--- config.mk ---
export PLATFORM = sky130hd
export DESIGN_NAME = esm_midq
export DESIGN_NICKNAME = d
export VERILOG_FILES = /design/src/design/esm_pkg.sv /design/src/design/esm_midq.sv
export SDC_FILE = /design/constraint.sdc
export NUM_CORES = 1
export LEC_CHECK = 0
export CORE_MARGIN = 4
export CORE_UTILIZATION = 50
export CTS_BUF_LIST = sky130_fd_sc_hd__clkbuf_4 sky130_fd_sc_hd__clkbuf_8 sky130_fd_sc_hd__clkbuf_16
export CTS_CLUSTER_DIAMETER = 50
export DETAILED_ROUTE_END_ITERATION = 6
export DONT_BUFFER_PORTS = 1
export HOLD_SLACK_MARGIN = 0.08
export PLACE_DENSITY = 0.65
export SYNTH_ARGS = -nofsm -noshare
export SYNTH_HDL_FRONTEND = slang
export SYNTH_SLANG_ARGS = --single-unit
--- constraint.sdc ---
create_clock -name clk -period 11.8 [get_ports clk]
set_input_delay 0.59 -clock clk [delete_from_list [all_inputs] [get_ports clk]]
set_output_delay 0.59 -clock clk [all_outputs]
set_load 0.03 [all_outputs]
--- src/design/esm_pkg.sv ---
// ----------------------------------------------------------------------------
// esm_pkg: shared types and constants of the slice/sector map unit
// Holds the result kind codes, the internal word formats and the widths that
// the front, the queue and the divider back end agree on.
// ----------------------------------------------------------------------------
`default_nettype none

package esm_pkg;

  // Sectors at or above 2**SECTOR_W are out of range.
  localparam int SECTOR_W = 32;
  // Width of wide sums (products, slice sums, forward sector results).
  localparam int CALC_W   = 44;
  // Dividend and divisor widths of the pipelined divider.
  localparam int DIV_W    = 41;
  localparam int DVS_W    = 32;

  localparam int MID_DEPTH = 4;
  localparam int MID_AW    = 2;
  localparam int OUT_DEPTH = 4;
  localparam int OUT_AW    = 2;

  localparam logic [MID_AW:0] MID_CNT_FULL = (MID_AW + 1)'(MID_DEPTH);
  localparam logic [OUT_AW:0] OUT_CNT_FULL = (OUT_AW + 1)'(OUT_DEPTH);

  localparam logic [CALC_W-1:0] SECTOR_LIMIT    = CALC_W'(1) << SECTOR_W;
  localparam logic [CALC_W-1:0] MAX_SLICE       = CALC_W'(254);
  localparam logic [4:0]        MIN_PERIOD_LOG2 = 5'd5;

  typedef enum logic [2:0] {
    KIND_DATA   = 3'd0,
    KIND_ECC    = 3'd1,
    KIND_PAD    = 3'd2,
    KIND_HEADER = 3'd3,
    KIND_RANGE  = 3'd4
  } kind_t;

  // What the back end still has to do with a word.
  typedef enum logic [1:0] {
    OP_DONE    = 2'd0,
    OP_FWD_DIV = 2'd1,
    OP_INV_DIV = 2'd2
  } op_t;

  typedef enum logic [1:0] {
    CFG_DATA_SLICES        = 2'd0,
    CFG_SECTORS_PER_SLICE  = 2'd1,
    CFG_PROTECTED_COUNT    = 2'd2,
    CFG_HEADER_PERIOD_LOG2 = 2'd3
  } cfg_reg_t;

  // Layout figures derived from the configuration registers.
  typedef struct packed {
    logic [7:0]  data_slices;
    logic [31:0] slice_size;
    logic [31:0] protected_count;
    logic [4:0]  period_log2;
    logic [31:0] period_m2;
    logic [32:0] hdr_start;
    logic [31:0] base;
  } cfgd_t;

  // Word passed from the front to the back end.
  typedef struct packed {
    op_t               op;
    kind_t             kind;
    logic [31:0]       sector;
    logic [31:0]       position;
    logic [DIV_W-1:0]  dividend;
    logic [DVS_W-1:0]  divisor;
    logic [CALC_W-1:0] acc;
  } mid_t;

  typedef struct packed {
    logic [31:0] sector;
    logic [7:0]  slice;
    logic [31:0] position;
    kind_t       kind;
  } out_t;

endpackage

`default_nettype wire

--- src/design/esm_midq.sv ---
// ----------------------------------------------------------------------------
// esm_midq: short queue between front and back end
// Four-entry first-in first-out buffer of classified words.
// ----------------------------------------------------------------------------
`default_nettype none

module esm_midq
  import esm_pkg::*;
(
  input  wire logic clk,
  input  wire logic rst_n,
  input  wire logic push,
  input  wire mid_t wdata,
  output logic      full,
  input  wire logic pop,
  output mid_t      rdata,
  output logic      empty
);

  mid_t              mem_r [MID_DEPTH];
  logic [MID_AW-1:0] wp_r, wp_nxt;
  logic [MID_AW-1:0] rp_r, rp_nxt;
  logic [MID_AW:0]   cnt_r, cnt_nxt;

  assign full  = (cnt_r == MID_CNT_FULL);
  assign empty = (cnt_r == '0);
  assign rdata = mem_r[rp_r];

  always_comb begin
    wp_nxt  = push ? wp_r + 1'b1 : wp_r;
    rp_nxt  = pop ? rp_r + 1'b1 : rp_r;
    cnt_nxt = cnt_r + (MID_AW + 1)'(push) - (MID_AW + 1)'(pop);
  end

  always_ff @(posedge clk) begin
    if (!rst_n) begin
      wp_r  <= '0;
      rp_r  <= '0;
      cnt_r <= '0;
    end else begin
      wp_r  <= wp_nxt;
      rp_r  <= rp_nxt;
      cnt_r <= cnt_nxt;
    end
  end

  always_ff @(posedge clk) begin
    if (push) begin
      mem_r[wp_r] <= wdata;
    end
  end

endmodule

`default_nettype wire

==> Word level (Yosys, flattened, before mapping) <==
Memory sizes are Yosys's and may differ from the RTL's. A register that Yosys moved wholly into a read port is not among the register bits.
Index checks and enable logic that the tools add are counted.
{ "totals": {"ramBits": 744, "out_inout_bits": 188, "register_bits": 7, "mem_count": 1} }
{ "memory_table": {"columns": ["name", "words", "width", "rd", "rd_clocked_by_memory_dff", "write_ports", "line_no", "rtl"], "rows": [
  ["mem_r", 4, 186, 1, 1, 1, "esm_midq.sv:20", "mid_t mem_r [MID_DEPTH];"]
]} }
{ "op_classes": {"n_reduce_logical": 1, "n_mux": 4, "n_addsub": 4, "eq_ne": 1} }
{ "ops": {"columns": ["cell", "count"], "rows": [
  ["$add A2 B1 Y2 const B", 2],
  ["$mux W2", 2],
  ["$add A3 B1 Y3", 1],
  ["$eq A3 B3 Y1 const B", 1],
  ["$logic_not A3 Y1", 1],
  ["$sub A3 B1 Y3", 1],
  ["$mux W1", 2]
]} }

==> Depth between registers and ports, before layout <==
{ "depth": {"depth_word": 3, "ltp_mapped": 7, "depth_no_buf": 7} }

==> Least setup slack after synthesis <==
No wires, ideal clock.
{ "synth_timing": {"path_kind": "input-to-reg", "from": "input push", "to": "memory mem_r[0][0] (netlist bit) (enable)", "arrival_time_ns": 4.816, "path_buffers": 0, "path_slack_ns": 6.416, "required_time_ns": 11.232, "cell_stages": 1, "cell_sequence": "and2_1"} }
{ "synth_via": {"elab_chain_len": 2} }
{ "synth_rtl": {"columns": ["element", "line_no", "rtl"], "rows": [
  ["start, declared", "esm_midq.sv:12", "input wire logic push,"],
  ["$mux W1", "esm_midq.sv:48", "if (push) begin"],
  ["$mux W1 (implied by the code)", "esm_midq.sv:49", "mem_r[wp_r] <= wdata;"],
  ["end, declared", "esm_midq.sv:20", null]
]} }
No other way between the ends.

==> results.yml <==
outcome:
  outcome: "finished, final reports clean"
logic_synthesis:
  synth_cells: 1015
  synth-seq-cells: 753
  synth.avg_cell_area_um2: 26.9
  yosysTopAreaCell: "edfxtp_1"
  synth-edff-count: 744
  synth_area_leaders: "edfxtp_1 82%, mux4_2 15%, buf_6 0.70%, dfxtp_1 0.66%, buf_2 0.37%"
  synth_top_area_frac: 0.819
  synth_top_cells_by_count: "744 x edfxtp_1, 186 x mux4_2, 20 x buf_2"
  syn_area_um2: 27300
  ys_warn_count: 0
  synth-async-reset-ratio: 0
  ys_types: 19
  synth_most_common_cell: "edfxtp_1"
  synth-seq-area-share: 0.825
  ys.flop_type: "edfxtp_1"
  synth_fp_nets: 1212
clocking:
  ctsRootBufferMaster: "clkbuf_16"
  h-tree-depth: 3
  cts_made_buffers: 77
  clockBufferDepth: 3
  clkSlewWorstSetupHoldPaths_ns: 0.06
  ctsResizeCount: 0
  post_cts_buffers: 0
  clock-sinks: 753
  clock_latency_ns: 0.60
  cts-hold-fix-buffers: 187
  cts_tree: "done"
drt:
  drt-wirelength-per-cell_um: 25.9
  drtAntennaViolNets: 0
  drtIter0Drc: 717
  first_pass_iters: 5
  drcViolationCount: 0
  wl_um: 52200
  vias_per_cell: 5.71
  vias: 11500
global_route:
  grt_max_degree: 103
  globalRouteOverflowTotal: 0
  grt_pass1_vias: 12200
  antenna_found_initial: 6
  grt_pass1_wl_um: 79500
  track_usage: 0.180
pwr:
  leakage_uw: 0.0102
  ir_drop_mv: 0.231
  power_density_nw_per_um2: 189
timing:
  setup_viol: 0
  timing.final.crit_period_ns: 3.80
  finalMaxSlewViolations: 0
  fin_worst_skew_ns: 0.0156
  fin_tns_setup_ns: 0
  max_freq_ghz: 0.263
  final.period_utilization: 0.322
  tightest_slew_ns: 1.14
  final_hold_viol_count: 0
  grt_setup_unrepaired: "no"
  maxSlewHeadroom: 0.239
critical_path:
  setup.worst_path.start_class: "flop"
  worstSetupPathType: "reg -> out"
  rr_startpoint: "wp_r[0]"
  cpPeakStageDelay_ns: 0.97
  reg2reg_depth: 5
  arrival_ns: 3.21
  crit_path_cell_trace: "buf_4, mux4_2"
  r2r_setup_slack_ns: 8.88
  r2r-end: "mem_r[2][123]"
  cp-end-kind: "output port"
  crit_fanout: 73
  critPathSlowestCell: "dfxtp_4"
  critical_path_required_ns: 11.21
worst_hold_path:
  min_from: "push"
  hold_path.class: "in -> reg"
  hold_depth: 2
  min_to: "wp_r[1]"
place:
  dp_hpwl_um: 30400
  globalplace.congestion: 0.715
  portBuffers: 0
final_layout:
  nNetsFinal: 1450
  multi_input_area_um2: 4440
  drive_above_1_share: 0.254
  seq_area_um2: 22500
  syn2layout_area_growth_pct: 18.7
  final_util: 0.601
  n_fill_cell: 3665
floorplanning:
  die_w_um: 242
  start_util: 0.506
  io_pins: 378
  die_h_um: 242
  core_area_um2: 53900
  die_area_um2: 58400
  num_rows: 85
flow_run:
  cap_violations: 0
==> state kept, by name, summed over array words and instances, names as in the netlist, named ones only <==
register,cells
mem_r,744
cnt_r,3
rp_r,2
wp_r,2
==> worst max-delay path: cells and delay by family, from the launching register on <==
kind | cells | cell delay (ns)
muxes | 1 | 0.56
buffers and inverters | 1 | 0.91
DFF | 1 | 0.97
==> area by class of cell <==
type                    count  share of cell area
well taps                 696              0.0269
diodes                      7            0.000541
multi-input cells         213               0.137
inverters                   7            0.000811
clock inverters            42              0.0114
clock buffers              98              0.0665
flip-flops and latches    753               0.696
repair buffers            201              0.0614
==> routing by layer <==
| layer | GRT usage | vias up | routed length, um |
|---|---|---|---|
| met1 | 0.242 | 6158 | 20600 |
| met2 | 0.288 | 378 | 26300 |
| li1 | - | 4910 | - |
| met3 | 0.0554 | 70 | 4230 |
| met5 | 0 | - | 0 |
| met4 | 0.0563 | 0 | 1090 |
==> through the flow <==
step                power [uW]  setup slack [ns]  std cells  instance area (um2)  hold slack, ns
CTS                       6190              7.87       2010                32400           0.105
finish                    6110              8.00       2017                32400           0.148
global route              6340              7.73       2013                32400           0.142
detailed placement        3740              8.52       1683                28000           0.526
floorplan                 3650              6.42       1015                27300           0.499
global placement          3730              8.56       1683                28000           0.505
==> cells by family (layout without fill, tap and decap cells) <==
family,Yosys count,count (layout),synth area share
flip-flops,753,753,0.825
multiplexers,187,187,0.154
buffers and inverters,49,348,0.0123
AND/OR/NAND/NOR,14,14,0.00275
adder cells (fa/ha/maj),7,7,0.00349
XOR/XNOR,3,3,0.00151
AO/OA/AOI/OAI,2,2,0.000550
other,0,7,0
==> how the worst max path moves through the flow <==
stage | start | end | slack (ns) | depth (start not counted)
2_1_floorplan | push | mem_r[0][0] | 6.42 | 1
3_3_place_gp | flop | rdata[53] | 8.56 | 2
3_5_place_dp | flop | rdata[53] | 8.52 | 2
4_1_cts | flop | rdata[53] | 7.87 | 2
5_1_grt | flop | rdata[126] | 7.73 | 2
6_report | flop | rdata[66] | 8.00 | 2
==> layout by cell type, fill, tap and decap left out, types with 2 or more instances in the layout <==
cell type,count
and2_4,4
inv_6,4
buf_4,13
dlygate4sd3_1,187
clkbuf_16,81
clkinv_2,12
clkinvlp_4,6
dfxtp_4,2
and2_1,2
nor2_1,5
edfxtp_1,744
xnor2_1,2
inv_1,7
diode_2,7
mux4_2,186
ha_1,6
bufinv_16,5
clkbuf_4,17
dfxtp_1,7
clkinv_1,13
==> power by group <==
group	switching [uW]	total, uW	internal [uW]
clock	959	2370	1410
sequential	39.6	3120	3080
combinational	423	628	205
total	1420	6110	4690
(Power assumes the default switching activity.)
