===== src/design/esm_pkg.sv =====
// ----------------------------------------------------------------------------
// esm_pkg: shared types and constants of the slice/sector map unit
// Holds the result kind codes, the internal word formats and the widths that
// the front, the queue and the divider back end agree on.
// ----------------------------------------------------------------------------
`default_nettype none

package esm_pkg;

  // Sectors at or above 2**SECTOR_W are out of range.
  localparam int SECTOR_W = 32;
  // Width of wide sums (products, slice sums, forward sector results).
  localparam int CALC_W   = 44;
  // Dividend and divisor widths of the pipelined divider.
  localparam int DIV_W    = 41;
  localparam int DVS_W    = 32;

  localparam int MID_DEPTH = 4;
  localparam int MID_AW    = 2;
  localparam int OUT_DEPTH = 4;
  localparam int OUT_AW    = 2;

  localparam logic [MID_AW:0] MID_CNT_FULL = (MID_AW + 1)'(MID_DEPTH);
  localparam logic [OUT_AW:0] OUT_CNT_FULL = (OUT_AW + 1)'(OUT_DEPTH);

  localparam logic [CALC_W-1:0] SECTOR_LIMIT    = CALC_W'(1) << SECTOR_W;
  localparam logic [CALC_W-1:0] MAX_SLICE       = CALC_W'(254);
  localparam logic [4:0]        MIN_PERIOD_LOG2 = 5'd5;

  typedef enum logic [2:0] {
    KIND_DATA   = 3'd0,
    KIND_ECC    = 3'd1,
    KIND_PAD    = 3'd2,
    KIND_HEADER = 3'd3,
    KIND_RANGE  = 3'd4
  } kind_t;

  // What the back end still has to do with a word.
  typedef enum logic [1:0] {
    OP_DONE    = 2'd0,
    OP_FWD_DIV = 2'd1,
    OP_INV_DIV = 2'd2
  } op_t;

  typedef enum logic [1:0] {
    CFG_DATA_SLICES        = 2'd0,
    CFG_SECTORS_PER_SLICE  = 2'd1,
    CFG_PROTECTED_COUNT    = 2'd2,
    CFG_HEADER_PERIOD_LOG2 = 2'd3
  } cfg_reg_t;

  // Layout figures derived from the configuration registers.
  typedef struct packed {
    logic [7:0]  data_slices;
    logic [31:0] slice_size;
    logic [31:0] protected_count;
    logic [4:0]  period_log2;
    logic [31:0] period_m2;
    logic [32:0] hdr_start;
    logic [31:0] base;
  } cfgd_t;

  // Word passed from the front to the back end.
  typedef struct packed {
    op_t               op;
    kind_t             kind;
    logic [31:0]       sector;
    logic [31:0]       position;
    logic [DIV_W-1:0]  dividend;
    logic [DVS_W-1:0]  divisor;
    logic [CALC_W-1:0] acc;
  } mid_t;

  typedef struct packed {
    logic [31:0] sector;
    logic [7:0]  slice;
    logic [31:0] position;
    kind_t       kind;
  } out_t;

endpackage

`default_nettype wire


===== src/design/esm_front.sv =====
// ----------------------------------------------------------------------------
// esm_front: accept and classify
// Two steps: form the slice product and sector compares, then finish the
// short cases and prepare dividend, divisor and sum for the divider.
// ----------------------------------------------------------------------------
`default_nettype none

module esm_front
  import esm_pkg::*;
(
  input  wire logic        clk,
  input  wire logic        rst_n,
  input  wire cfgd_t       cfg,
  input  wire logic        in_push,
  output logic             in_full,
  input  wire logic        in_command,
  input  wire logic [7:0]  in_slice_number,
  input  wire logic [31:0] in_position_in_slice,
  input  wire logic [31:0] in_sector_number,
  output logic             mid_push,
  output mid_t             mid_data,
  input  wire logic        mid_full
);

  typedef struct packed {
    logic        cmd;
    logic        is_data;
    logic [39:0] prod;
    logic [31:0] pos;
    logic [31:0] sector;
    logic        over;
    logic        lt_pc;
    logic        lt_fr;
    logic        hdr_bits;
    logic [31:0] ta;
    logic [32:0] t0;
    logic [31:0] hdr_pos;
  } fa_t;

  fa_t  fa_r, fa_nxt;
  logic v1_r, v1_nxt;
  logic accept;

  logic [7:0]  mul_a;
  logic [32:0] diff;
  logic [32:0] hdr_shift;

  assign in_full  = v1_r && mid_full;
  assign accept   = in_push && !in_full;
  assign mid_push = v1_r && !mid_full;
  assign v1_nxt   = accept || (v1_r && mid_full);

  // First step: product and sector compares.
  always_comb begin
    fa_nxt.cmd      = in_command;
    fa_nxt.is_data  = (in_slice_number < cfg.data_slices);
    mul_a           = fa_nxt.is_data ? in_slice_number : in_slice_number - cfg.data_slices;
    fa_nxt.prod     = 40'(mul_a) * 40'(cfg.slice_size);
    fa_nxt.pos      = in_position_in_slice;
    fa_nxt.sector   = in_sector_number;
    fa_nxt.over     = (CALC_W'(in_sector_number) >= SECTOR_LIMIT);
    fa_nxt.lt_pc    = (in_sector_number < cfg.protected_count);
    fa_nxt.lt_fr    = ({1'b0, in_sector_number} < cfg.hdr_start);
    fa_nxt.hdr_bits = ((in_sector_number & cfg.period_m2) == 32'd0);
    fa_nxt.ta       = in_sector_number - cfg.protected_count;
    diff            = {1'b0, in_sector_number} - cfg.hdr_start;
    fa_nxt.t0       = diff - 33'd2;
    hdr_shift       = diff >> cfg.period_log2;
    fa_nxt.hdr_pos  = hdr_shift[31:0];
  end

  always_ff @(posedge clk) begin
    if (!rst_n) begin
      v1_r <= 1'b0;
    end else begin
      v1_r <= v1_nxt;
    end
  end

  always_ff @(posedge clk) begin
    if (accept) begin
      fa_r <= fa_nxt;
    end
  end

  // Second step: short cases and divider set-up.
  logic [40:0]       idx;
  logic [CALC_W-1:0] res_low;
  logic [CALC_W-1:0] y_sum;
  logic [40:0]       x_val;
  logic [DIV_W-1:0]  t_late;
  logic [32:0]       t0_shift;

  always_comb begin
    idx      = 41'(fa_r.prod) + 41'(fa_r.pos);
    res_low  = CALC_W'(idx) + CALC_W'(cfg.protected_count);
    y_sum    = res_low + CALC_W'(2);
    x_val    = idx - 41'(cfg.base);
    t0_shift = (fa_r.t0 >> cfg.period_log2) << 1;
    t_late   = DIV_W'(fa_r.t0) - DIV_W'(t0_shift) + DIV_W'(cfg.base);

    mid_data          = '0;
    mid_data.op       = OP_DONE;
    mid_data.kind     = KIND_RANGE;
    mid_data.divisor  = cfg.slice_size;

    if (!fa_r.cmd) begin
      if (fa_r.is_data) begin
        if (idx >= 41'(cfg.protected_count)) begin
          mid_data.kind = KIND_PAD;
        end else if (CALC_W'(idx) < SECTOR_LIMIT) begin
          mid_data.kind   = KIND_DATA;
          mid_data.sector = idx[31:0];
        end
      end else if (idx < 41'(cfg.base)) begin
        if (res_low < SECTOR_LIMIT) begin
          mid_data.kind   = KIND_ECC;
          mid_data.sector = res_low[31:0];
        end
      end else begin
        mid_data.op       = OP_FWD_DIV;
        mid_data.kind     = KIND_ECC;
        mid_data.dividend = DIV_W'(x_val);
        mid_data.divisor  = cfg.period_m2;
        mid_data.acc      = y_sum;
      end
    end else if (fa_r.over) begin
      mid_data.kind = KIND_RANGE;
    end else if (fa_r.lt_pc) begin
      mid_data.op       = OP_INV_DIV;
      mid_data.kind     = KIND_DATA;
      mid_data.dividend = DIV_W'(fa_r.sector);
    end else if (!fa_r.lt_fr && fa_r.hdr_bits) begin
      mid_data.kind     = KIND_HEADER;
      mid_data.position = fa_r.hdr_pos;
    end else if (fa_r.lt_fr) begin
      mid_data.op       = OP_INV_DIV;
      mid_data.kind     = KIND_ECC;
      mid_data.dividend = DIV_W'(fa_r.ta);
      mid_data.acc      = CALC_W'(cfg.data_slices);
    end else begin
      mid_data.op       = OP_INV_DIV;
      mid_data.kind     = KIND_ECC;
      mid_data.dividend = t_late;
      mid_data.acc      = CALC_W'(cfg.data_slices);
    end
  end

endmodule

`default_nettype wire


===== config.mk =====
export PLATFORM = sky130hd
export DESIGN_NAME = esm_front
export DESIGN_NICKNAME = d
export VERILOG_FILES = /design/src/design/esm_pkg.sv /design/src/design/esm_front.sv
export SDC_FILE = /design/constraint.sdc
export NUM_CORES = 2
export LEC_CHECK = 0
export BUFFER_PORTS_ARGS = -buffer_cell sky130_fd_sc_hd__buf_2
export CAP_MARGIN = 5
export CORE_MARGIN = 1.5
export CORE_UTILIZATION = 35
export DETAILED_ROUTE_END_ITERATION = 10
export PLACE_DENSITY_LB_ADDON = 0.2
export REMOVE_ABC_BUFFERS = 1
export SLEW_MARGIN = 10
export SYNTH_ARGS = -nofsm -noshare
export SYNTH_HDL_FRONTEND = slang
export SYNTH_SLANG_ARGS = --single-unit
export TNS_END_PERCENT = 100

===== constraint.sdc =====
create_clock -name clk -period 13 [get_ports clk]
set_clock_uncertainty 0.2 [all_clocks]
set_input_delay 1.3 -clock clk [delete_from_list [all_inputs] [get_ports clk]]
set_output_delay 1.3 -clock clk [all_outputs]
set_load 0.005 [all_outputs]

=== Word level (Yosys, flattened, before mapping) ===
Cells that the tools add are included.

* Multiply operators: 1
* Add/sub/neg operators: 10
* $lt $le $gt $ge: 7
* Mux-type cells: 28
* Shift operators: 2
* Bitwise logic cells: 1
* Reductions and logical operators: 9

{| class="wikitable"
|+ Operator list
! cell !! count
|-
| $mux W117 || 2
|-
| $mux W32 || 7
|-
| $mux W41 || 4
|-
| $mux W35 || 3
|-
| $shr A33 B5 Y32 || 2
|-
| $mux W44 || 1
|-
| $add A42 B2 Y43 const B || 1
|-
| $add A41 B32 Y42 || 1
|-
| $lt A42 B33 Y1 const B || 1
|-
| $add A40 B32 Y41 || 1
|-
| $ge A41 B32 Y1 || 1
|-
| $lt A41 B32 Y1 || 1
|-
| $lt A41 B33 Y1 const B || 1
|-
| $sub A41 B32 Y41 || 1
|-
| $mul A8 B32 Y40 || 1
|-
| $add A34 B33 Y35 || 1
|-
| $sub A33 B33 Y34 || 1
|-
| $lt A32 B33 Y1 || 1
|-
| $sub A32 B33 Y33 || 1
|-
| $sub A33 B2 Y33 const B || 1
|-
| $and A32 B32 Y32 || 1
|-
| $logic_not A32 Y1 || 1
|-
| $lt A32 B32 Y1 || 1
|-
| $sub A32 B32 Y32 || 1
|-
| 10 further kinds || 21
|}

* Output and inout port bits: 188
* Register bits: 207

=== Longest topological paths before layout ===
* Depth in word-level cells: 7
* Gate-level depth with buffers: 40
* Depth with buffers taken out: 38

=== Least setup slack after synthesis ===
Ideal clock, no wire load.

* Kind: input -> register
* From: input mid_full
* To: register fa_r[0] (netlist name), enable pin
* Path slack: 1.419 ns
* Stages on the path: 2
* Buffers on the path: 0
* Data required time: 12.000 ns
* Arrival time: 10.580 ns
* Setup time: 0.800 ns
* Path through: and2_1 -> nor2b_1

* Longest elaborated chain between the ends: 3

{| class="wikitable"
|+ RTL lines
! item !! line !! RTL
|-
| from (decl) || esm_front.sv:22 || <nowiki>input wire logic mid_full</nowiki>
|-
| $logic_and A1 B1 Y1 || esm_front.sv:48 || <nowiki>assign in_full = v1_r && mid_full;</nowiki>
|-
| $logic_not A1 Y1 || esm_front.sv:49 || <nowiki>assign accept = in_push && !in_full;</nowiki>
|-
| $logic_and A1 B1 Y1 || esm_front.sv:49 ||
|-
| net accept || esm_front.sv:42 || <nowiki>logic accept;</nowiki>
|-
| to (signal assigned) || esm_front.sv:82 || <nowiki>fa_r <= fa_nxt;</nowiki>
|-
| to (decl) || esm_front.sv:40 || <nowiki>fa_t fa_r, fa_nxt;</nowiki>
|}

The timed path passes the listed nets, and every way through them passes these cells.
A chain may end at the register's enable or synchronous reset.

==> impl_metrics.sql <==
INSERT INTO impl_metrics (metric_group, metric, value, unit) VALUES
('yosys', 'synth-edff-count', '206', ''),
('placed_design', 'port_buffers', '435', ''),
('yosys', 'synth_area', '0.0341', 'mm^2'),
('global_routing', 'grt_util_all_layers', '24.9', '%'),
('cts', 'cts.clk_slew.worst_paths', '0.07', 'ns'),
('routing', 'ant_nets', '0', ''),
('global_routing', 'global_route_wire_length_before_repair', '187', 'mm'),
('layout', 'finalInstanceArea', '0.0386', 'mm^2'),
('critical_path', 'cp_top_family', 'compound AO/OA/AOI/OAI gates', ''),
('placed_design', 'dp_hpwl', '106', 'mm'),
('critical_path', 'setup.worst_path.end_class', 'primary output', ''),
('routing', 'dr.pass1.iters', '7', ''),
('routing', 'drt-vias-per-instance', '5.45', ''),
('floorplanning', 'die_w', '315', 'um'),
('critical_path', 'cp_num_cells', '32', ''),
('layout', 'final_net_count', '5238', ''),
('floorplanning', 'core', '0.0967', 'mm^2'),
('cts', 'postCtsSetupBuffers', '0', ''),
('critical_path', 'crit_type', 'primary input to primary output', ''),
('routing', 'routed_wirelength', '127', 'mm'),
('global_routing', 'via_count_of_the_first_global_routing_pass', '30876', ''),
('global_routing', 'largest_net_degree_at_the_start_of_global_routing', '145', ''),
('cts', 'tritoncts', 'built', ''),
('min_path', 'hold_depth', '2', ''),
('sta', 'final_period_minus_worst_setup_slack', '10.10', 'ns'),
('layout', 'final_core_utilization', '39.9', '%'),
('sta', 'rsz0062_at_grt', 'no', ''),
('cts', 'clk-insertion-delay-late', '0.60', 'ns'),
('global_routing', 'leftover_overflow_at_the_end_of_global_routing', '0', ''),
('routing', 'drcViolationCount', '0', ''),
('layout', 'commonest_non_fill_non_tap_cell_in_the_layout', 'buf_2', ''),
('floorplanning', 'initial_utilization', '35.3', '%'),
('yosys', 'synthesis.area_per_instance', '8.28', 'um^2'),
('sta', 'setup-tns-final', '0', 'ns'),
('yosys', 'number_of_instances_in_the_synthesized_netlist', '4125', ''),
('routing', 'wire_per_inst', '22.0', 'um'),
('sta', 'finalHoldViolCount', '0', ''),
('placed_design', 'finalWeightedCongestion', '0.947', ''),
('cts', 'cts_made_buffers', '26', ''),
('yosys', 'synthesis.yosys.warnings', '0', ''),
('global_routing', 'grt_antenna_before_repair', '34', ''),
('cts', 'postCtsHoldBufs', '0', ''),
('cts', 'cts.htree.levels', '1', ''),
('placed_design', 'dp_cells', '5716', ''),
('floorplanning', 'die_y', '315', 'um'),
('yosys', 'synth-main-ff-cell', 'edfxtp_1', ''),
('cts', 'cts_max_path_buffers', '3', ''),
('layout', 'area.growth.synth_to_final', '12.9', '%'),
('layout', 'n_fill_cell', '10098', ''),
('sta', 'final-max-slew-violation-count', '0', ''),
('cts', 'cts_resized', '0', ''),
('critical_path', 'cp.required', '11.50', 'ns'),
('sta', 'setup_viol', '0', ''),
('critical_path', 'cpPeakStageDelay', '0.62', 'ns'),
('power', 'pwr_density_cell', '267', 'mW/mm^2'),
('layout', 'mostFrequentLayoutCells', 'buf_2 (435), nand2_1 (408), inv_1 (402)', ''),
('layout', 'drive_gt1_share', '13.9', '%'),
('placed_design', 'dpl-instance-area', '0.0376', 'mm^2'),
('flow_run', 'number_of_max_capacitance_violations_reported', '0', ''),
('floorplanning', 'io_pins', '439', ''),
('critical_path', 'worst-path-buf-inv', '3', ''),
('routing', 'initialDrtViolationCount', '2149', ''),
('routing', 'dr_total_vias', '31478', ''),
('cts', 'cts.sink_count', '207', ''),
('power', 'worst_ir_drop_vdd', '0.133', 'mV'),
('floorplanning', 'rows', '114', ''),
('sta', 'worst-slew-pin-transition', '1.02', 'ns'),
('critical_path', 'critPathArrivalTime', '8.60', 'ns'),
('yosys', 'synth_seq_area_share', '18.2', '%'),
('layout', 'final-instance-count-excl-fill', '5776', ''),
('floorplanning', 'floorplan.die_area', '0.0994', 'mm^2'),
('yosys', 'synth_cell_types', '96', ''),
('yosys', 'postSynth.asyncResetShare', '0', '%'),
('cts', 'root_buffer', 'clkbuf_16', ''),
('critical_path', 'slowest_stage', 'buf_2', ''),
('run_status', 'status', 'finished clean', ''),
('sta', 'max_freq', '0.0990', 'GHz'),
('sta', 'post_route_clock_period_utilization', '77.7', '%'),
('sta', 'holdWs', '0.474', 'ns'),
('min_path', 'min-delay-path-class', 'flop to flop', ''),
('sta', 'slew_hr', '31.0', '%'),
('yosys', 'synth_seq_cells', '207', ''),
('critical_path', 'critPathMaxFanout', '31', ''),
('critical_path', 'worst-r2r-cell-count', '4', ''),
('power', 'power_leakage', '0.0179', 'uW'),
('critical_path', 'start_kind', 'primary input', '');
## layer usage
| layer | up-vias | track usage (%) | wire [um] |
|---|---|---|---|
| li1 | 15172 | - | - |
| met1 | 15127 | 31.1 | 52900 |
| met2 | 955 | 42.9 | 60700 |
| met3 | 210 | 3.49 | 7920 |
| met4 | 14 | 10.3 | 5580 |
| met5 | - | 0 | 94 |
## sequential cells by signal (all words and copies together), names as in the netlist
register and flops:
v1_r 1, fa_r 206
## through the flow
step	worst slack, ns	total power (uW)
6_report	2.90	10300
5_1_grt	2.22	11300
4_1_cts	2.93	10300
3_5_place_dp	2.51	9430
3_3_place_gp	2.61	9410
2_1_floorplan	1.42	7320
## worst reg2reg max path: stages, from the launching register on
cell     delay (ns)
dfxtp_1        0.30
and2_1         0.18
nor2b_4        0.14
buf_12         0.61
buf_4          0.86
## Yosys cell counts, types with 67 or more instances
library cell,count,area share [%]
nand2_1,408,4.5
o21ai_0,210,3.1
nor2_1,280,3.1
mux2i_1,72,2.1
nand3_1,67,0.98
and2_1,244,4.5
inv_1,404,4.4
a21o_1,120,2.6
xor2_1,107,2.7
xnor2_1,197,5.1
fa_1,188,11
clkbuf_1,124,1.4
edfxtp_1,206,18
a21oi_1,279,4.1
ha_1,331,12
## power by group
| part | switching (uW) | leakage, uW | internal [uW] |
|---|---|---|---|
| Clock | 340 | 0.000429 | 443 |
| Sequential | 71.0 | 0.00201 | 1050 |
| Combinational | 5030 | 0.0154 | 3360 |
| Total | 5440 | 0.0179 | 4850 |
## cell families (layout without fill, tap and decap cells)
group                    count (synthesis)  count (layout)  share of synthesized area (%)
XOR/XNOR                               305             305                           7.85
multiplexers                           119             119                           4.45
flip-flops                             207             207                           18.2
AO/OA/AOI/OAI                         1060            1060                           20.3
AND/OR/NAND/NOR                       1353            1353                           19.7
buffers and inverters                  561             921                           6.34
other                                    1              16                         0.0110
adder cells (fa/ha/maj)                519             519                           23.2
## path summary, 6_finish.rpt
kind,start,endpoint,slack [ns]
setup / recovery,cfg[98],mid_data[114],2.90
hold reg to reg,v1_r,v1_r,0.47
setup reg to reg,v1_r,fa_r[158],10.29
hold / removal,v1_r,v1_r,0.47
## cell type report
class	count	area (um^2)	area share, %
inverters	409	1540	3.98
flip-flops and latches	207	6210	16.1
diodes	13	32.5	0.0844
repair buffers	465	2410	6.26
clock buffers	27	676	1.75
clock inverters	20	215	0.558
well taps	1276	1600	4.14
multi-input cells	3359	25900	67.1
(Power assumes the default switching activity.)
